$ cat src/ptsa_pkg.sv
// shared types and constants for the pointer trajectory meter
package ptsa_pkg;

    localparam int COORD_WIDTH_DEF = 16;
    localparam int FRAC_BITS_DEF   = 8;
    localparam int DUR_W  = 34;
    localparam int EVT_W  = 16;
    localparam int SEC_W  = 32;
    localparam int NSEC_W = 30;
    localparam int SPD_W  = 40;
    localparam int ACC_W  = 18;
    localparam int IDX_W  = 2;

    localparam logic [DUR_W-1:0] MAX_DUR_RST = 34'd10000000000;
    localparam logic [DUR_W-1:0] MIN_DUR_RST = 34'd1000000000;
    localparam logic [EVT_W-1:0] MAX_EVT_RST = 16'd100;
    localparam logic [29:0]      NS_PER_SEC  = 30'd1000000000;
    localparam logic [ACC_W-1:0] ONE_Q16     = 18'sd65536;

    localparam logic [IDX_W-1:0] REG_MAX_DUR = 2'd0;
    localparam logic [IDX_W-1:0] REG_MIN_DUR = 2'd1;
    localparam logic [IDX_W-1:0] REG_MAX_EVT = 2'd2;

    localparam logic [1:0] KIND_MOVE = 2'd0;

    // one queued job for the back end
    typedef struct packed {
        logic        do_step;      // add a step length
        logic        do_report;    // compute speed/accuracy and emit
        logic        do_end;       // trajectory ends with this event
        logic [65:0] radicand;     // dx^2+dy^2 (unshifted)
        logic [63:0] elapsed;      // non-negative ns when reporting
        logic        elapsed_pos;
        logic        any_moves;    // move pairs > 0 after this event
        logic [15:0] move_pairs;
        logic [15:0] reversals;
    } t_job;

endpackage

$ cat src/ptsa_front.sv
// front end: trajectory bookkeeping, classification and job generation
module ptsa_front #(
    parameter int COORD_WIDTH = 16
) (
    input  logic                          i_clk,
    input  logic                          i_rst_n,
    input  logic                          i_valid,
    output logic                          o_stall,
    input  logic [1:0]                    i_event_kind,
    input  logic signed [COORD_WIDTH-1:0] i_pos_x,
    input  logic signed [COORD_WIDTH-1:0] i_pos_y,
    input  logic [31:0]                   i_stamp_sec,
    input  logic [29:0]                   i_stamp_nsec,
    input  logic [ptsa_pkg::DUR_W-1:0]    i_max_dur,
    input  logic [ptsa_pkg::DUR_W-1:0]    i_min_dur,
    input  logic [ptsa_pkg::EVT_W-1:0]    i_max_evt,
    output logic                          o_job_valid,
    output ptsa_pkg::t_job                o_job,
    input  logic                          i_job_full
);
    import ptsa_pkg::*;

    localparam int DW = COORD_WIDTH + 1;

    typedef enum logic [2:0] {
        S_IDLE = 3'b001,
        S_MUL  = 3'b010,
        S_DONE = 3'b100
    } t_state;

    t_state r_state;
    logic [1:0]  r_kind;
    logic signed [COORD_WIDTH-1:0] r_x, r_y;

    logic [15:0] r_total;
    logic [31:0] r_first_sec;
    logic [29:0] r_first_nsec;
    logic [1:0]  r_last_kind;
    logic signed [COORD_WIDTH-1:0] r_lx, r_ly, r_bx, r_by;
    logic [15:0] r_pairs, r_revs;

    // stage registers
    logic [DW-2:0] r_adx, r_ady;
    logic signed [32:0] r_dsec;
    logic signed [31:0] r_dnsec;
    logic        r_step;
    logic [65:0] r_sq;
    logic signed [63:0] r_elapsed;

    logic signed [DW-1:0] dx1, dy1, dx0, dy0;
    logic opp;

    assign dx1 = DW'(i_pos_x) - DW'(r_lx);
    assign dy1 = DW'(i_pos_y) - DW'(r_ly);
    assign dx0 = DW'(r_lx) - DW'(r_bx);
    assign dy0 = DW'(r_ly) - DW'(r_by);
    assign opp = ((dx1 < 0) && (dx0 > 0)) || ((dx1 > 0) && (dx0 < 0))
              || ((dy1 < 0) && (dy0 > 0)) || ((dy1 > 0) && (dy0 < 0));

    assign o_stall = (r_state != S_IDLE);

    logic [15:0] n_cnt;
    logic done, report;
    assign n_cnt = r_total;  // already incremented in S_MUL
    assign done = (r_kind != KIND_MOVE)
               || (r_elapsed > $signed({30'd0, i_max_dur}))
               || (n_cnt >= i_max_evt);
    assign report = done && (r_elapsed >= $signed({30'd0, i_min_dur})) && (n_cnt > 16'd1);

    // an ending trajectory always reaches the back end so its distance is cleared
    assign o_job_valid = (r_state == S_DONE) && !i_job_full && (r_step || done);
    always_comb begin
        o_job.do_step     = r_step;
        o_job.do_report   = report;
        o_job.do_end      = done;
        o_job.radicand    = r_sq;
        o_job.elapsed     = r_elapsed;
        o_job.elapsed_pos = (r_elapsed > 0);
        o_job.any_moves   = (r_pairs != 16'd0);
        o_job.move_pairs  = r_pairs;
        o_job.reversals   = r_revs;
    end

    always_ff @(posedge i_clk) begin
        if (!i_rst_n) begin
            r_state <= S_IDLE;
            r_total <= '0; r_first_sec <= '0; r_first_nsec <= '0;
            r_last_kind <= '0; r_lx <= '0; r_ly <= '0; r_bx <= '0; r_by <= '0;
            r_pairs <= '0; r_revs <= '0; r_step <= 1'b0;
        end else begin
            case (r_state)
                S_IDLE: begin
                    if (i_valid) begin
                        r_kind <= i_event_kind;
                        r_x <= i_pos_x; r_y <= i_pos_y;
                        r_step <= 1'b0;
                        if (r_total == 16'd0) begin
                            r_first_sec <= i_stamp_sec;
                            r_first_nsec <= i_stamp_nsec;
                            r_dsec <= '0;
                            r_dnsec <= '0;
                        end else begin
                            r_dsec <= $signed({1'b0, i_stamp_sec}) - $signed({1'b0, r_first_sec});
                            r_dnsec <= $signed({2'b0, i_stamp_nsec})
                                     - $signed({2'b0, r_first_nsec});
                            if (i_event_kind == KIND_MOVE && r_last_kind == KIND_MOVE) begin
                                r_step <= 1'b1;
                                r_pairs <= r_pairs + 16'd1;
                                if (r_total >= 16'd2 && opp) r_revs <= r_revs + 16'd1;
                            end
                        end
                        r_adx <= dx1[DW-1] ? (DW-1)'(-dx1) : (DW-1)'(dx1);
                        r_ady <= dy1[DW-1] ? (DW-1)'(-dy1) : (DW-1)'(dy1);
                        r_state <= S_MUL;
                    end
                end
                S_MUL: begin
                    r_sq <= 66'(r_adx * r_adx) + 66'(r_ady * r_ady);
                    r_elapsed <= 64'(r_dsec * $signed({1'b0, NS_PER_SEC}))
                               + 64'(r_dnsec);
                    r_bx <= r_lx; r_by <= r_ly;
                    r_lx <= r_x; r_ly <= r_y;
                    r_last_kind <= r_kind;
                    r_total <= r_total + 16'd1;
                    r_state <= S_DONE;
                end
                S_DONE: begin
                    if (!i_job_full) begin
                        if (done) begin
                            r_total <= '0; r_first_sec <= '0; r_first_nsec <= '0;
                            r_last_kind <= '0; r_lx <= '0; r_ly <= '0;
                            r_bx <= '0; r_by <= '0; r_pairs <= '0; r_revs <= '0;
                        end
                        r_state <= S_IDLE;
                    end
                end
                default: r_state <= S_IDLE;
            endcase
        end
    end
endmodule

$ cat config.mk
export PLATFORM = sky130hd
export DESIGN_NAME = ptsa_front
export DESIGN_NICKNAME = d
export VERILOG_FILES = /design/src/ptsa_pkg.sv /design/src/ptsa_front.sv
export SDC_FILE = /design/constraint.sdc
export NUM_CORES = 2
export LEC_CHECK = 0
export ABC_AREA = 1
export BUFFER_PORTS_ARGS = -buffer_cell sky130_fd_sc_hd__buf_2
export CORE_ASPECT_RATIO = 0.7
export CORE_MARGIN = 4
export CORE_UTILIZATION = 45
export CTS_CLUSTER_DIAMETER = 50
export DETAILED_ROUTE_END_ITERATION = 10
export GPL_TIMING_DRIVEN = 0
export SKIP_CTS_REPAIR_TIMING = 1
export SLEW_MARGIN = 20
export SYNTH_ARGS = -nofsm -noshare
export SYNTH_HDL_FRONTEND = slang
export SYNTH_SLANG_ARGS = --single-unit
$ cat constraint.sdc
create_clock -name i_clk -period 29.1 [get_ports i_clk]
set_input_delay 5.82 -clock i_clk [delete_from_list [all_inputs] [get_ports i_clk]]
set_output_delay 5.82 -clock i_clk [all_outputs]
set_load 0.01 [all_outputs]
# Yosys cells after proc, flatten, opt, wreduce, memory -nomap -nowiden
# Cells that the tools add are included.
[classes]
n_addsub = 13
n_mul = 3
order_cmp = 14
n_eq_ne = 11
muxes = 36
reduce_logical = 32
[ops]
columns = ["op", "count"]
rows = [
  ["$pmux W16 S2", 7],
  ["$mux W16", 11],
  ["$mux W32", 4],
  ["$mux W30", 4],
  ["$gt A17 B1 Y1 const B", 4],
  ["$lt A17 B1 Y1 const B", 4],
  ["$sub A16 B16 Y17", 4],
  ["$add A64 B31 Y64", 1],
  ["$ge A64 B35 Y1", 1],
  ["$gt A64 B1 Y1 const B", 1],
  ["$gt A64 B35 Y1", 1],
  ["$mul A16 B16 Y32", 2],
  ["$pmux W32 S2", 1],
  ["$pmux W30 S2", 1],
  ["$mul A33 B22 Y55 const B", 1],
  ["$add A16 B1 Y16 const B", 3],
  ["$add A32 B32 Y33", 1],
  ["$sub A32 B32 Y33", 1],
  ["$neg A16 Y16", 2],
  ["$sub A30 B30 Y31", 1],
  ["$ge A16 B16 Y1", 1],
  ["$ge A16 B2 Y1 const B", 1],
  ["$gt A16 B1 Y1 const B", 1],
  ["$logic_not A16 Y1", 1],
  ["21 further kinds", 50],
]
[totals]
ff_bits = 440
inputBits = 184
output_inout_bits = 169
elab_cells = 130

# Logic depth before layout (Yosys ltp)
[depth]
word_depth = 12
depth_mapped = 38
ltp_nobuf = 38

# Least setup slack after synthesis
# No wires, ideal clock.
[synth_path]
path_type = "input-to-reg"
startpoint = "input port i_rst_n"
endpoint = "register r_adx[0], enable pin"
setup_ps = 780
arrival_time_ps = 15205
required_ps = 28320
path_slack_ps = 13115
cell_stages = 4
n_path_buf = 2
path_cell_list = "clkbuf_1 > inv_1 > clkbuf_1 > nor3_1"
[synth_via]
elab_chain_cells = 1
[synth_rtl]
columns = ["element", "line", "source"]
rows = [
  ["from (decl)", "ptsa_front.sv:6", "input logic i_rst_n,"],
  ["$reduce_and A3 Y1 (no line)", "n/a", ""],
  ["to (signal assigned)", "ptsa_front.sv:112", "r_adx <= dx1[DW-1] ? (DW-1)'(-dx1) : (DW-1)'(dx1);"],
  ["to (decl)", "ptsa_front.sv:43", "logic [DW-2:0] r_adx, r_ady;"],
]
# Every way passes these cells.
# A chain may end at the register's enable or synchronous reset.

# Worst setup path after layout
[layout_path]
startpoint = "input port i_min_dur[25] (netlist name)"
endpoint = "output port o_job[165] (netlist name)"
[layout_via]
elab_chain_cells = 3
[layout_rtl]
columns = ["element", "line", "source"]
rows = [
  ["from (decl)", "ptsa_front.sv:15", "input logic [ptsa_pkg::DUR_W-1:0] i_min_dur,"],
  ["$ge A64 B35 Y1", "ptsa_front.sv:68", "assign report = done && (r_elapsed >= $signed({30'd0, i_min_dur})) && (n_cnt > 16'd1);"],
  ["$logic_and A1 B1 Y1 (2 in a row)", "ptsa_front.sv:68", ""],
  ["to (decl)", "ptsa_front.sv:18", "output ptsa_pkg::t_job o_job,"],
]
# Every way passes these cells.

==> flow_metrics.tcl <==
set metrics [dict create \
    status "finished clean" \
    ys_seq_elements 407 \
    drt-vias-per-instance 4.98 \
    antenna_violating_nets_post_route 0 \
    grt_use_total_pct 25.6 \
    rows 110 \
    io_pins 353 \
    numPortBuffers 318 \
    clk_latency_ps 690 \
    dpl_cell_area_sq_um 62300 \
    fin_ws_ps 13710 \
    routed_wl_microns 171000 \
    die_w_microns 438 \
    grt_max_degree 54 \
    slew_headroom_pct 28.5 \
    timing.fmax_mhz 65.0 \
    hp-class "reg -> reg" \
    top_layer_used "met5" \
    yosysSeqAreaShare_pct 17.9 \
    synth_area_sq_um 58200 \
    start_kind "input pin" \
    clkTransAtPathRegs_ps 70 \
    yosys_warnings 0 \
    synthToLayoutAreaGrowth_pct 10.5 \
    min_period_over_period_pct 52.9 \
    grt_pass1_vias 47400 \
    die_y_microns 309 \
    dr.pass1.iters 6 \
    vias 47100 \
    drt_iter0_drc 3578 \
    crit_arrival_ps 9570 \
    dr_wl_met2_microns 74600 \
    async_reset_ff_share_pct 0 \
    cts_sinks 407 \
    setup-tns-final_ps 0 \
    cap_violations 0 \
    synth.avg_cell_area_sq_um 8.03 \
    post-route-util_pct 50.1 \
    skew_ps 44.9 \
    worstMarginPinSlew_ps 1070 \
    antenna_found_initial 9 \
    synth_ff_type "edfxtp_1" \
    maxSlewViolCount 0 \
    synth_edf_count 227 \
    grt.overflow.total 0 \
    holdPathStages 0 \
    tritoncts "done" \
    final_nets 9292 \
    routed-wl-met3_microns 10200 \
    gp_congestion 0.941 \
    dieArea_sq_um 135000 \
    required_ps 23280 \
    grt_pass1_wl_microns 272000 \
    netlist_instances 7243 \
    m1WireLength_microns 81200 \
    dpl_worst_slack_ps 13850 \
    wl_per_cell_microns 18.1 \
    design.core.area_sq_um 128000 \
    layout-drive-gt1-share_pct 7.62 \
    drc 0 \
    dp_hpwl_microns 149000 \
    cts_root_buf "clkbuf_16" \
    finalHoldViolCount 0 \
    cts_made_buffers 55 \
    mostFrequentLayoutCell "inv_1" \
    rr_worst_depth 28 \
    fin_crit_ps 15390 \
    endpoint_kind "output port" \
    final_cell_mix "1,821 x inv_1, 1,437 x nand2_1, 753 x fa_1" \
    rsz0062_at_grt "no" \
    cts_buffer_depth 3 \
    synth_cell_types 65 \
    design_area_sq_um 64300 \
    start_util_pct 45.3 \
    htreeDepth 2 \
    path_max_fanout 2 \
    worstSetupPathType "in -> out" \
    setup_violations 0 \
]
## routing by layer
| layer | vias to the layer above | global-route usage, % |
|---|---|---|
| li1 | 23100 | - |
| met1 | 22400 | 37.4 |
| met2 | 1341 | 40.1 |
| met3 | 186 | 3.37 |
| met4 | 6 | 7.28 |
| met5 | - | 0 |
## area by class of cell
cell class | count | area [sq um]
Antenna cell | 4 | 10.0
Buffer | 164 | 831
Clock buffer | 60 | 1420
Clock inverter | 44 | 564
Fill cell | 12600 | 64100
Inverter | 1834 | 6890
Multi-Input combinational cell | 4870 | 40200
Sequential cell | 407 | 10400
Tap cell | 1736 | 2170
Timing Repair Buffer | 338 | 1800
## worst max-delay path, cell delays in order
cell and delay, ps:
buf_2 70, inv_1 40, ha_1 300, a21oi_1 150, nor2_1 80, a211oi_2 700, o221ai_1 680, a21oi_1 300
nand2_1 320, nand2_1 140, nand4_1 360, nand2_1 240, a21oi_1 90, buf_4 130, buf_2 140
## per-stage QoR
| stage | hold slack [ps] | cells |
|---|---|---|
| after global routing | 413 | 9457 |
| final | 420 | 9457 |
| after CTS | 410 | 9453 |
| after global placement | 404 | 9329 |
| after floorplan | 400 | 7275 |
| after detailed placement | 405 | 9349 |
## cells by family (layout without fill, tap and decap cells)
logic type	after synthesis	after routing	share of synthesized area, %
buf+inv	1998	2440	13.3
other cells	1	37	0.00645
xor+xnor	234	234	3.58
simple gates	2328	2328	16.6
compound gates	837	837	8.03
fa+ha+maj	1438	1438	40.6
flops	407	407	17.9
## state kept, by name (all words and copies together) (netlist names), 3 cells and up
signal and flops:
r_dsec 33, r_lx 16, n_cnt 16, r_elapsed 64
r_adx 16, r_ly 16, r_y 16, r_state 3
r_first_nsec 30, r_revs 16, r_x 16, r_by 16
r_dnsec 31, r_sq 33, r_pairs 16, r_first_sec 32
r_bx 16, r_ady 16
## Yosys cell counts, types with 10 or more instances
library cell | n | area (sq um)
o21bai_1 | 13 | 97.6
a21boi_0 | 10 | 75.1
nand2_2 | 23 | 144
nand3_1 | 215 | 1080
dfxtp_1 | 180 | 3600
o21ai_0 | 195 | 976
inv_2 | 11 | 41.3
o21ai_1 | 31 | 155
o21a_1 | 21 | 158
xor2_1 | 151 | 1320
a21o_1 | 27 | 203
nand2_1 | 1437 | 5390
nor4_1 | 38 | 238
clkbuf_1 | 99 | 372
xnor2_1 | 80 | 701
fa_1 | 753 | 15100
nor2_1 | 447 | 1680
nor3_1 | 62 | 310
ha_1 | 685 | 8570
a21oi_2 | 13 | 114
edfxtp_1 | 227 | 6820
buf_2 | 21 | 105
o211ai_1 | 11 | 82.6
a21oi_1 | 414 | 2070
buf_4 | 37 | 278
a31oi_1 | 55 | 344
nand4_1 | 56 | 350
inv_1 | 1822 | 6840
o31ai_1 | 10 | 75.1
## final timing paths
path,slack [ps],end,startpoint
worst max-delay path,13710,o_job[165],i_min_dur[25]
worst min-delay path,420,r_elapsed[7]$_DFFE_PP_,r_dnsec[7]$_SDFFCE_PP0P_
worst max register to register,20130,r_sq[25]$_DFFE_PP_,r_adx[2]$_DFFE_PP_
worst min register to register,420,r_elapsed[7]$_DFFE_PP_,r_dnsec[7]$_SDFFCE_PP0P_
Power is not shown: default switching activity piles up to over one toggle a cycle in this logic, so the estimate is an artifact.
