**src/ptsa_pkg.sv**
```systemverilog
// shared types and constants for the pointer trajectory meter
package ptsa_pkg;

    localparam int COORD_WIDTH_DEF = 16;
    localparam int FRAC_BITS_DEF   = 8;
    localparam int DUR_W  = 34;
    localparam int EVT_W  = 16;
    localparam int SEC_W  = 32;
    localparam int NSEC_W = 30;
    localparam int SPD_W  = 40;
    localparam int ACC_W  = 18;
    localparam int IDX_W  = 2;

    localparam logic [DUR_W-1:0] MAX_DUR_RST = 34'd10000000000;
    localparam logic [DUR_W-1:0] MIN_DUR_RST = 34'd1000000000;
    localparam logic [EVT_W-1:0] MAX_EVT_RST = 16'd100;
    localparam logic [29:0]      NS_PER_SEC  = 30'd1000000000;
    localparam logic [ACC_W-1:0] ONE_Q16     = 18'sd65536;

    localparam logic [IDX_W-1:0] REG_MAX_DUR = 2'd0;
    localparam logic [IDX_W-1:0] REG_MIN_DUR = 2'd1;
    localparam logic [IDX_W-1:0] REG_MAX_EVT = 2'd2;

    localparam logic [1:0] KIND_MOVE = 2'd0;

    // one queued job for the back end
    typedef struct packed {
        logic        do_step;      // add a step length
        logic        do_report;    // compute speed/accuracy and emit
        logic        do_end;       // trajectory ends with this event
        logic [65:0] radicand;     // dx^2+dy^2 (unshifted)
        logic [63:0] elapsed;      // non-negative ns when reporting
        logic        elapsed_pos;
        logic        any_moves;    // move pairs > 0 after this event
        logic [15:0] move_pairs;
        logic [15:0] reversals;
    } t_job;

endpackage

```
**src/ptsa_queue.sv**
```systemverilog
// small job queue between front and back end
module ptsa_queue (
    input  logic           i_clk,
    input  logic           i_rst_n,
    input  logic           i_push,
    input  ptsa_pkg::t_job i_job,
    output logic           o_full,
    input  logic           i_pop,
    output logic           o_valid,
    output ptsa_pkg::t_job o_job
);
    import ptsa_pkg::*;

    t_job r_mem [2];
    logic r_wp, r_rp;
    logic [1:0] r_cnt;

    assign o_full  = (r_cnt == 2'd2);
    assign o_valid = (r_cnt != 2'd0);
    assign o_job   = r_mem[r_rp];

    always_ff @(posedge i_clk) begin
        if (i_push) r_mem[r_wp] <= i_job;
    end

    always_ff @(posedge i_clk) begin
        if (!i_rst_n) begin
            r_wp <= 1'b0; r_rp <= 1'b0; r_cnt <= '0;
        end else begin
            if (i_push) r_wp <= ~r_wp;
            if (i_pop)  r_rp <= ~r_rp;
            r_cnt <= r_cnt + {1'b0, i_push} - {1'b0, i_pop};
        end
    end
endmodule

```
**config.mk**
```make
export PLATFORM = sky130hd
export DESIGN_NAME = ptsa_queue
export DESIGN_NICKNAME = d
export VERILOG_FILES = /design/src/ptsa_pkg.sv /design/src/ptsa_queue.sv
export SDC_FILE = /design/constraint.sdc
export NUM_CORES = 1
export LEC_CHECK = 0
export ABC_AREA = 1
export BUFFER_PORTS_ARGS = -buffer_cell sky130_fd_sc_hd__buf_2
export CORE_MARGIN = 3
export CORE_UTILIZATION = 54
export CTS_BUF_LIST = sky130_fd_sc_hd__clkbuf_4
export CTS_CLUSTER_SIZE = 14
export DETAILED_ROUTE_END_ITERATION = 6
export HOLD_SLACK_MARGIN = 0.06
export PLACE_DENSITY = 0.82
export SLEW_MARGIN = 15
export SYNTH_ARGS = -nofsm -noshare
export SYNTH_HDL_FRONTEND = slang
export SYNTH_SLANG_ARGS = --single-unit
```
**constraint.sdc**
```tcl
create_clock -name i_clk -period 10.7 [get_ports i_clk]
set_input_delay 2.14 -clock i_clk [delete_from_list [all_inputs] [get_ports i_clk]]
set_output_delay 2.14 -clock i_clk [all_outputs]
set_load 0.03 [all_outputs]
```
## Yosys cells after proc, flatten, opt, wreduce, memory -nomap -nowiden

Memories as Yosys holds them, arrays and structs flattened. A register that Yosys moved wholly into a read port is not among the register bits.
Index checks and enable logic that the tools add are counted.

| operators by class | value |
|---|---|
| $mul | 0 |
| equal/unequal tests | 1 |
| shift operators | 0 |
| reductions and logical operators | 1 |
| $add $sub $neg | 2 |
| div/mod/pow operators | 0 |
| multiplexer cells | 4 |
| bitwise operators | 2 |
| magnitude comparators | 0 |

Operators with widths:

| cell | number |
|---|---|
| $mux 1 | 4 |
| $add 2x1->2 | 1 |
| $eq 2x2->1 const B | 1 |
| $not 1->1 | 2 |
| $reduce_bool 2->1 | 1 |
| $sub 2x1->2 | 1 |

| storage, ports and cells | value |
|---|---|
| bits in latches | 0 |
| logic and storage cells | 14 |
| ROM bits | 0 |
| flip-flop bits (word level) | 4 |
| memories kept | 1 |
| bits of input ports | 171 |
| output and inout bits | 169 |
| memory bits (writable) | 334 |

Memory list:

| memory | words | bits a word | rd ports | clocked after memory_dff | wr ports | RTL line | source |
|---|---|---|---|---|---|---|---|
| r_mem | 2 | 167 | 1 | 1 | 1 | ptsa_queue.sv:14 | `t_job r_mem [2];` |

## Logic depth before layout (Yosys ltp)

Gate-level depths: netlist (run 1).

| logic depth | value |
|---|---|
| depth in word-level cells | 3 |
| depth in mapped cells | 9 |
| depth with buffers taken out | 9 |

## Least setup slack after synthesis (run 1)

Ideal clock, no wire load.

| path | value |
|---|---|
| path type | input port to flip-flop |
| start | input i_push |
| end | memory r_mem[0][0] (netlist bit) (enable) |
| data arrival time | 9161 ps |
| data required time | 9999 ps |
| buffers on the path | 0 |
| stages on the path | 2 |
| slack | 838 ps |
| cell sequence | inv_1 -> nor2_1 |

| between the ends | value |
|---|---|
| longest elaborated chain between the ends | 2 |

RTL lines:

| item | RTL line | source |
|---|---|---|
| start: declaration | ptsa_queue.sv:5 | `input logic i_push,` |
| $mux 1 | ptsa_queue.sv:23 | `if (i_push) r_mem[r_wp] <= i_job;` |
| $mux 1 (not written as such) | ptsa_queue.sv:23 |  |
| end: declaration | ptsa_queue.sv:14 |  |

Every way passes these cells.

==> results of run 1 <==
## logic make-up (layout without fill, tap and decap cells)
group / after synthesis / after routing / synth area share (%)
muxes: 167 / 167 / 18.5
DFF: 339 / 339 / 79.0
AOI/OAI and AO/OA: 1 / 1 / 0.0390
buffers and inverters: 26 / 482 / 1.73
and+or+nand+nor: 18 / 18 / 0.537
adders and majority gates: 2 / 2 / 0.195
other: 0 / 8 / 0
## power by group
part | switching [mW] | total, mW | internal [mW]
Sequential | 0.0244 | 1.56 | 1.54
Clock | 0.469 | 0.946 | 0.477
Combinational | 0.235 | 0.383 | 0.148
Total | 0.729 | 2.89 | 2.17
## registers in the layout, summed over array words and instances, names as in the netlist, named ones only
| name | flops |
|---|---|
| r_rp | 1 |
| r_wp | 1 |
| r_cnt | 2 |
| r_mem | 334 |
## cell type report
class	count	share of cell area (%)
sequential	339	64.5
multi-input combinational	188	15.8
timing repair buffer	344	11.0
clock buffer	111	5.30
tap	313	2.49
clock inverter	20	0.581
inverter	7	0.199
antenna	8	0.127
## per-stage QoR
stage	worst slack [ns]	hold slack, ns	cells	utilization [%]
finish	5.43	0.523	1330	68.4
CTS	5.33	0.513	1322	68.3
global route	5.21	0.524	1330	68.4
floorplan	0.838	0.463	553	-
detailed placement	5.56	0.502	1191	64.2
global placement	5.58	0.478	1191	64.2
## synth_stat cells
master	instances	share of area [%]
a21oi_1	1	0.039
mux2_2	37	3.3
dfxtp_1	5	0.78
nand2_1	9	0.26
buf_6	16	1.4
edfxtp_1	334	78
buf_2	3	0.12
nor2_1	8	0.23
mux2_4	130	15
nand3_1	1	0.039
inv_1	7	0.21
ha_1	2	0.20
## worst paths after layout
kind	depth (start not counted)	end	slack, ns	from
max	3	o_job[5]	5.43	register
min	2	register	0.52	r_rp
max reg2reg	3	r_mem[0][133]	7.54	r_wp
min reg2reg	2	register	0.52	r_rp
## critical path, delay by kind of cell (launching register included)
kind,cells,cell delay (ns)
flip-flops,1,0.92
multiplexers,1,0.42
buffers and inverters,2,1.11
## routing by layer
layer | up-vias | share of wire, % | wire [um] | global-route usage (%)
li1 | 3066 | - | - | -
met2 | 317 | 53 | 13400 | 33.6
met1 | 3248 | 36 | 9200 | 20.9
met4 | 8 | 2.5 | 644 | 9.66
met5 | - | 0.20 | 51 | 0
met3 | 50 | 8.2 | 2090 | 6.59
==> metrics.md, run 1 <==
| Metric | Value |
|---|---|
| Outcome | finished, final reports clean |
| CTS Buffer Depth | 3 |
| Final Skew | about 0.031 ns |
| Drt initial violations | 392 |
| Highest clock rate | 0.190 GHz |
| Hold crit path type | reg -> reg |
| Reg clk slew, reported paths | 0.06 ns |
| Port bufs | 339 |
| Synth Instances | ~550 |
| # resized after CTS | 0 |
| Vias in the first global route | around 7000 |
| Initial antenna violation count | 12 |
| Slew @ Worst Pin | 1.05 ns |
| Fin nets | 1137 |
| Sequential area share after synthesis | 79.0% |
| Post-Route WL | 25400 um |
| Syn_nets | ~730 |
| # fillers | between 1500 and 2000 |
| Leak | roughly 6.3 nW |
| Gr ovfl total | 0 |
| Yosys reg bits | 339 |
| CTS tree | yes |
| Core Footprint | ~23000 um2 |
| Clock buffer count from CTS | 84 |
| Post-route clock period utilization | 49.3% |
| Largest net degree at the start of global routing | 100 |
| Initial cell density of the core | 55.8% |
| Worst EP arrival | 3.13 ns |
| Hpwl dp | 16600 um |
| Pre-antenna DRT Iters | 4 |
| Synthesized area per cell | 23.2 um2 |
| Final setup fails | 0 |
| Post-synth cell types | 12 |
| RSZ-0062 raised after global routing | no |
| Post-synthesis instance area | 12800 um2 |
| Vias | 6689 |
| P&R area growth vs syn | 22.6% |
| Slew headroom | 29.8% |
| GRT Resource Usage Total | approximately 19% |
| Min Clock Period, post-route | 5.27 ns |
| MaxCap Viol Count | 0 |
| Sequential Area | 10100 um2 |
| CP Class | reg -> out |
| Yosys warns | 0 |
| Critical path's slowest cell | buf_4 |
| Commonest non-fill, non-tap cell in the layout | buf_2 |
| WL per Instance | approximately 19 um |
| Antenna viol nets, final | 0 |
| Worst Setup Start Kind | register |
| # rows | 55 |
| Tot Pwr | 2.89 mW |
| Worst ir drop on vdd | 0.131 mV |
| Clk Tree Root Cell | clkbuf_4 |
| Die area | 25600 um2 |
| Clk Latency, worst-skew pair | 0.65 ns |
| Via-to-Cell Ratio | 5.03 |
| Crit-path max FO | 58 |
| Io pins | 340 |
| Final Max Tran Viols | 0 |
| Slowest cell delay on critical path | a little over 0.9 ns |
| DRC Markers | 0 |
| Chip width | 160 um |
| Setup Fix Bufs, Post-CTS | 0 |
| Setup_tns | 0 ns |
| Commonest non-fill, non-tap cells in the layout | 339 x buf_2, 334 x edfxtp_1, 130 x mux2_4 |
| Die Y | between 150 and 200 um |
| Worst setup EP type | output pin |
| Final Hold Viols | 0 |
| Final instance area | 15700 um2 |
| CTS H-tree depth | 3 |
| First-pass GRT wire length | 38200 um |
| Worst Path Required | 8.56 ns |
| Power density over the cells | 184 nW/um2 |
| Critical path cell sequence | buf_4, mux2_2, buf_2 |
| Final Wtd Congestion | 0.778 |
| Multi-input gate area | around 2500 um2 |
| Share of cells above drive strength 1 | 62.6% |
| Post-CTS Hold Fix Bufs | 0 |
| CTS Sinks | 339 |
| Placed inst area | 14800 um2 |
No activity file was read; power rests on OpenSTA's default activity.
==> run 2: changes to the inputs <==
--- a/config.mk
+++ b/config.mk
@@ -5,15 +5,15 @@
 export SDC_FILE = /design/constraint.sdc
 export NUM_CORES = 1
 export LEC_CHECK = 0
-export ABC_AREA = 1
+export ABC_AREA = 0
 export BUFFER_PORTS_ARGS = -buffer_cell sky130_fd_sc_hd__buf_2
 export CORE_MARGIN = 3
-export CORE_UTILIZATION = 54
+export CORE_UTILIZATION = 49
 export CTS_BUF_LIST = sky130_fd_sc_hd__clkbuf_4
 export CTS_CLUSTER_SIZE = 14
 export DETAILED_ROUTE_END_ITERATION = 6
 export HOLD_SLACK_MARGIN = 0.06
-export PLACE_DENSITY = 0.82
+export PLACE_DENSITY = 0.78
 export SLEW_MARGIN = 15
 export SYNTH_ARGS = -nofsm -noshare
 export SYNTH_HDL_FRONTEND = slang
==> constraint.sdc (replaced) <==
create_clock -name i_clk -period 4.8 [get_ports i_clk]
set_input_delay 0.96 -clock i_clk [delete_from_list [all_inputs] [get_ports i_clk]]
set_output_delay 0.96 -clock i_clk [all_outputs]
set_load 0.03 [all_outputs]
==> metrics.md, run 2 <==
| Metric | Value |
|---|---|
| Initial cell density of the core | 50.3% (-5.4 points) |
| GRT Resource Usage Total | 17.0% (-2.2 points) |
| Top post-synthesis cells by area | edfxtp_1 78%, mux2_4 15%, mux2_2 3.2%, buf_6 1.4%, dfxtp_1 0.78% |
| Max FFs per register | 334 (unchanged) |
| Yosys warns | 0 (unchanged) |
| Yosys reg bits | 339 (unchanged) |
| Io pins | 340 (unchanged) |
| Syn_nets | 714 (-1.7%) |
| Worst Path Required | 3.84 ns (-4.72 ns) |
| Dpl ws | 1.85 ns (-3.71 ns) |
| First-pass GRT wire length | 37400 um (-2.0%) |
| Slew @ Worst Pin | 1.05 ns (-0.00554 ns) |
| CP Class | reg -> out |
| Vias | 6511 (-2.7%) |
| Reg clk slew, reported paths | 0.07 ns (about the same) |
| Cell with the most instances after synthesis | edfxtp_1 |
| Gr ovfl total | 0 (unchanged) |
| Final Skew | 0.0286 ns (-0.00224 ns) |
| Part of the power in combinational logic | 14.5% (+1.3 points) |
| Port bufs | 339 (unchanged) |
| Commonest non-fill, non-tap cell in the layout | buf_2 |
| CTS H-tree depth | 3 (unchanged) |
| Synthesized area per cell | 23.7 um2 (+2.2%) |
| Post-route core utilization | 62.3% (-6.1 points) |
| Synth Instances | 541 (-2.2%) |
| Leak | 6.34 nW (+0.62%) |
| Post-synth cell types | 14 (+2) |
| WL per Instance | 18.1 um (-5.3%) |
| Final setup fails | 0 (unchanged) |
| Worst Setup Start Kind | register |
| Final Wtd Congestion | 0.759 (-2.4%) |
| Clk Tree Root Cell | clkbuf_4 |
| Worst ir drop on vdd | 0.259 mV (+99%) |
| MaxCap Viol Count | 0 (unchanged) |
| Post-synth EDFFs | 334 (unchanged) |
| Chip width | 168 um (+4.8%) |
| Clock buffer count from CTS | 85 (+1.2%) |
| P&R area growth vs syn | 23.8% |
| Reg power frac | 52.6% (-1.4 points) |
| Vias in the first global route | 7047 (-1.8%) |
| Worst EP arrival | 2.61 ns (-0.52 ns) |
| # rows | 58 (+5.5%) |
| Die Y | 168 um (+4.8%) |
| CTS tree | yes |
| Multi-input gate area | 2500 um2 (+0.96%) |
| Synth cell count leaders | 334 x edfxtp_1, 130 x mux2_4, 37 x mux2_2 |
| Post-synthesis instance area | 12800 um2 (about the same) |
| Sequential Area | 10100 um2 (unchanged) |
| Final Hold Viols | 0 (unchanged) |
| Sequential area share after synthesis | 79.0% (about the same) |
| Crit Reg-Reg Startpoint | r_wp |
| Biggest register | r_mem |
| Inst Count DP | 1199 (+0.67%) |
| Setup_tns | 0 ns (unchanged) |
| Final Max Tran Viols | 0 (unchanged) |
| Synth area leader | edfxtp_1 |
| Internal power | 4.95 mW (+130%) |
| Pre-antenna DRT Iters | 6 (+2) |
| # resized after CTS | 0 (unchanged) |
| Area share of the largest cell type after synthesis | 78.2% (about the same) |
| Post-CTS Hold Fix Bufs | 0 (unchanged) |
| Post-Route WL | 24400 um (-4.0%) |
| Highest clock rate | 0.280 GHz |
| # fillers | 1841 (+18%) |
| Antenna viol nets, final | 0 (unchanged) |
| Die area | 28100 um2 (+9.8%) |
| Largest net degree at the start of global routing | 169 (+69%) |
| Post-route clock period utilization | about three quarters |
| Min Clock Period, post-route | 3.57 ns |
| Outcome | finished, final reports clean |
| Slowest cell delay on critical path | 0.98 ns (+0.05 ns) |
| Share of cells above drive strength 1 | 63.6% (+0.96 points) |
| Critical path's slowest cell | dfxtp_4 |
| CTS Sinks | 339 (unchanged) |
| Hold crit path type | in -> reg |
| DRC Markers | 0 (unchanged) |
| Clk Latency, worst-skew pair | 0.64 ns (about the same) |
| Slew headroom | 30.2% (+0.37 points) |
| Ys async rst share | 0% (unchanged) |
| Tot Pwr | 6.63 mW (+130%) |
| Via-to-Cell Ratio | 4.83 (-3.9%) |
| Fin nets | 1129 (-0.70%) |
| Worst hold start | i_job[36] |
| Sw power | 1.69 mW (+130%) |
| Drt initial violations | 383 (-2.3%) |
| Hpwl dp | 15900 um (-4.2%) |
| RSZ-0062 raised after global routing | no |
| Worst setup slack after layout | 1.23 ns (-4.20 ns) |
| Crit-path max FO | 56 (-3.4%) |
| Clock share of power | 32.9% (+0.2 points) |
| Core Footprint | 25500 um2 (+11%) |
| Power density over the cells | 418 nW/um2 (+130%) |
| Initial antenna violation count | 7 (-5) |
| Worst setup EP type | output pin |
| Commonest non-fill, non-tap cells in the layout | 339 x buf_2, 334 x edfxtp_1, 130 x mux2_4 |
| Switching fraction of total power | 25.4% (+0.23 points) |
| Setup Fix Bufs, Post-CTS | 0 (unchanged) |
| Top Registers | r_mem (334), r_cnt (2) |
| CTS Buffer Depth | 3 (unchanged) |
| Non-Filler Instances | 1347 (+1.3%) |
| Top FF cell, synth | edfxtp_1 |
| Critical path cell sequence | buf_12, mux2_4, buf_2 |
-- run 2: changes by cell type after synthesis, moves of 4 or more --
| cell | delta |
|---|---|
| and2_1 | +4 |
| nor2_1 | -8 |
| nand2_1 | -9 |
| inv_1 | -5 |
| nor2b_1 | +4 |
-- run 2: final cells by class --
cell class	instances	area share, %
Timing Repair Buffer	347	11.4
Clock buffer	118	5.58
Clock inverter	24	0.678
Tap cell	330	2.60
Inverter	2	0.0473
Antenna cell	6	0.0946
Sequential cell	339	63.9
Multi-Input combinational cell	181	15.7
-- run 2: metal layers --
layer  wire (um)  share of wire (%)  track usage (%)
met1        8990                 37             19.4
met2       12500                 51             28.6
met3        2190                9.0             6.49
met4         613                2.5             7.97
met5          21              0.086                0
-- run 2: path summary, 6_finish.rpt --
| path | end | slack [ns] | cells past startpoint |
|---|---|---|---|
| max | o_job[58] | 1.23 | 3 |
| min | r_mem[1][36] | 0.48 | 1 |
| max reg2reg | r_mem[1][59] | 2.99 | 2 |
| min reg2reg | register | 0.56 | 2 |
-- run 2: power by group through the flow --
stage,Clock (mW),Sequential (mW),Combinational (mW)
final,2.18,3.49,0.961
after floorplan,0,3.52,0.720
after detailed placement,0,3.55,0.971
after CTS,2.28,3.49,0.973
after global placement,0,3.54,0.959
after global routing,2.45,3.50,1.01
-- run 2: logic make-up (layout without fill, tap and decap cells) --
| family | Yosys count | count (layout) | share of synthesized area, % |
|---|---|---|---|
| flip-flops | 339 | 339 | 79.0 |
| adder cells (fa/ha/maj) | 2 | 2 | 0.195 |
| AND/OR/NAND/NOR | 9 | 9 | 0.439 |
| XOR/XNOR | 2 | 2 | 0.244 |
| buffers and inverters | 21 | 491 | 1.58 |
| AO/OA/AOI/OAI | 1 | 1 | 0.0586 |
| other | 0 | 6 | 0 |
| multiplexers | 167 | 167 | 18.5 |
-- run 2: per-stage QoR --
step / hold WS (ns) / instance area [um2]
finish: 0.481 / 15900
detailed placement: 0.566 / 14900
floorplan: 0.555 / 12800
global route: 0.389 / 15900
CTS: 0.388 / 15900
global placement: 0.558 / 14900
-- run 2: critical path: cells and delay by family (launching register included) --
kind	cells	cell delay, ns
buffers and inverters	2	0.56
DFF	1	0.98
muxes	1	0.34
==> run 3: changes to the inputs <==
--- a/config.mk
+++ b/config.mk
@@ -5,15 +5,15 @@
 export SDC_FILE = /design/constraint.sdc
 export NUM_CORES = 1
 export LEC_CHECK = 0
-export ABC_AREA = 0
+export ABC_AREA = 1
 export BUFFER_PORTS_ARGS = -buffer_cell sky130_fd_sc_hd__buf_2
 export CORE_MARGIN = 3
-export CORE_UTILIZATION = 49
+export CORE_UTILIZATION = 54
 export CTS_BUF_LIST = sky130_fd_sc_hd__clkbuf_4
 export CTS_CLUSTER_SIZE = 14
 export DETAILED_ROUTE_END_ITERATION = 6
 export HOLD_SLACK_MARGIN = 0.06
-export PLACE_DENSITY = 0.78
+export PLACE_DENSITY = 0.82
 export SLEW_MARGIN = 15
 export SYNTH_ARGS = -nofsm -noshare
 export SYNTH_HDL_FRONTEND = slang
==> constraint.sdc (replaced) <==
create_clock -name i_clk -period 3.4 [get_ports i_clk]
set_input_delay 0.68 -clock i_clk [delete_from_list [all_inputs] [get_ports i_clk]]
set_output_delay 0.68 -clock i_clk [all_outputs]
set_load 0.03 [all_outputs]
==> metrics.md, run 3 (synthesized netlist as in run 1, its figures left out) <==
| Metric | Value |
|---|---|
| Leak | 6.46 nW (+1.9%) |
| Die Y | 160 um (-4.6%) |
| Commonest non-fill, non-tap cell in the layout | buf_2 |
| Worst setup EP type | output pin |
| Crit-path max FO | 50 (-11%) |
| Final setup fails | 0 (unchanged) |
| Antenna viol nets, final | 0 (unchanged) |
| DRC Markers | 0 (unchanged) |
| Final Skew | 0.0336 ns (+0.00494 ns) |
| CTS tree | yes |
| RSZ-0062 raised after global routing | no |
| Min Clock Period, post-route | 3.02 ns |
| Final Max Tran Viols | 0 (unchanged) |
| Inst Count DP | 1199 (unchanged) |
| First-pass GRT wire length | 38400 um (+2.7%) |
| Initial antenna violation count | 9 (+2) |
| Power density over the cells | 587 nW/um2 (+40%) |
| Post-Route WL | 25100 um (+3.2%) |
| Final Wtd Congestion | 0.781 (+2.8%) |
| Post-route core utilization | 69.9% (+7.6 points) |
| Worst EP arrival | 2.34 ns (-0.27 ns) |
| WL per Instance | 18.7 um (+3.5%) |
| Hold crit path type | in -> reg |
| Hpwl dp | 17100 um (+7.5%) |
| Hold Path Stages | 1 (unchanged) |
| # rows | 55 (-5.2%) |
| Tot Pwr | 9.43 mW (+42%) |
| Die area | 25600 um2 (-9.0%) |
| Port bufs | 339 (unchanged) |
| Highest clock rate | 0.331 GHz |
| Cells on worst reg2reg path | 2 (unchanged) |
| P&R area growth vs syn | 25.3% |
| Io pins | 340 (unchanged) |
| CTS Sinks | 339 (unchanged) |
| Slew headroom | 46.5% (+16 points) |
| CP Class | reg -> out |
| Slew @ Worst Pin | 0.800 ns (-0.247 ns) |
| Final Hold Viols | 0 (unchanged) |
| Pre-antenna DRT Iters | 4 (-2) |
| Share of cells above drive strength 1 | 63.8% (+0.16 points) |
| Clock buffer count from CTS | 82 (-3.5%) |
| Post-CTS Hold Fix Bufs | 0 (unchanged) |
| Commonest non-fill, non-tap cells in the layout | 339 x buf_2, 334 x edfxtp_1, 130 x mux2_4 |
| Worst Path Required | 2.72 ns (-1.12 ns) |
| Setup Fix Bufs, Post-CTS | 0 (unchanged) |
| Reg clk slew, reported paths | 0.07 ns (about the same) |
| Initial cell density of the core | 55.8% (+5.4 points) |
| Non-Filler Instances | 1343 (-0.30%) |
| Worst ir drop on vdd | 0.414 mV (+60%) |
| Gr ovfl total | 0 (unchanged) |
| Min Hold Slack | 0.201 ns (-0.280 ns) |
| Outcome | finished, final reports clean |
| Drt initial violations | 396 (+3.4%) |
| # resized after CTS | 0 (unchanged) |
| Largest net degree at the start of global routing | 106 (-37%) |
| Vias | 6658 (+2.3%) |
| CTS Buffer Depth | 3 (unchanged) |
| Vias in the first global route | 7127 (+1.1%) |
| Post-route clock period utilization | 88.7% |
| Worst Setup Start Kind | register |
| Max FFs per register | 334 (unchanged) |
| GRT Resource Usage Total | 19.3% (+2.3 points) |
| Top Registers | r_mem (334), r_cnt (2) |
| Core Footprint | 23000 um2 (-9.8%) |
| Biggest register | r_mem |
| Chip width | 160 um (-4.6%) |
| Clk Latency, worst-skew pair | 0.65 ns (about the same) |
| CTS H-tree depth | 3 (unchanged) |
| Via-to-Cell Ratio | 4.96 (+2.6%) |
| Clk Tree Root Cell | clkbuf_4 |
| Fin nets | 1143 (+1.2%) |
| MaxCap Viol Count | 0 (unchanged) |
run 3: cell types whose count changed in the layout (fill, tap and decap cells not counted), moves of 7 or more:
cell / change
buf_12: +8
nand2_1: +8
nor2_1: +7
clkinv_1: -9
run 3: routing by layer:
metal / global-route usage, % / vias to the layer above / wire length (um)
met5: 0 / - / 13
met4: 9.15 / 2 / 670
met3: 6.77 / 50 / 1890
met2: 32.4 / 293 / 12900
met1: 22.4 / 3232 / 9630
li1: - / 3081 / -
run 3: area by class of cell:
type / instances / area (um2)
Inverter: 7 / 42.5
Multi-Input combinational cell: 188 / 2490
Antenna cell: 9 / 22.5
Fill cell: 1561 / 6920
Sequential cell: 339 / 10100
Tap cell: 313 / 392
Clock buffer: 119 / 893
Clock inverter: 16 / 148
Timing Repair Buffer: 352 / 1940
run 3: report_power, final:
group / internal [mW] / switching (mW)
sequential: 4.84 / 0.0705
combinational: 0.495 / 0.751
clock: 1.82 / 1.45
total: 7.16 / 2.27
run 3: through the flow:
stage | worst slack (ns) | setup TNS (ns) | cell area, um2
floorplan | -0.192 | -62.00 | 12900
global placement | 1.09 | 0 | 15000
detailed placement | 1.04 | 0 | 15000
CTS | 0.322 | 0 | 16000
global route | 0.237 | 0 | 16100
finish | 0.383 | 0 | 16100
run 3: path summary, 6_finish.rpt:
| path | from | endpoint | slack, ns |
|---|---|---|---|
| setup / recovery | register | o_job[64] | 0.38 |
| hold / removal | i_job[164] | r_mem[0][164] | 0.20 |
| setup reg to reg | r_wp | r_mem[0][109] | 1.72 |
| hold reg to reg | r_rp | register | 0.51 |
run 3: critical path, cell delays in order (launching register included):
cell,delay [ns]
dfxtp_4,0.71
buf_12,0.38
mux2_4,0.34
buf_2,0.18
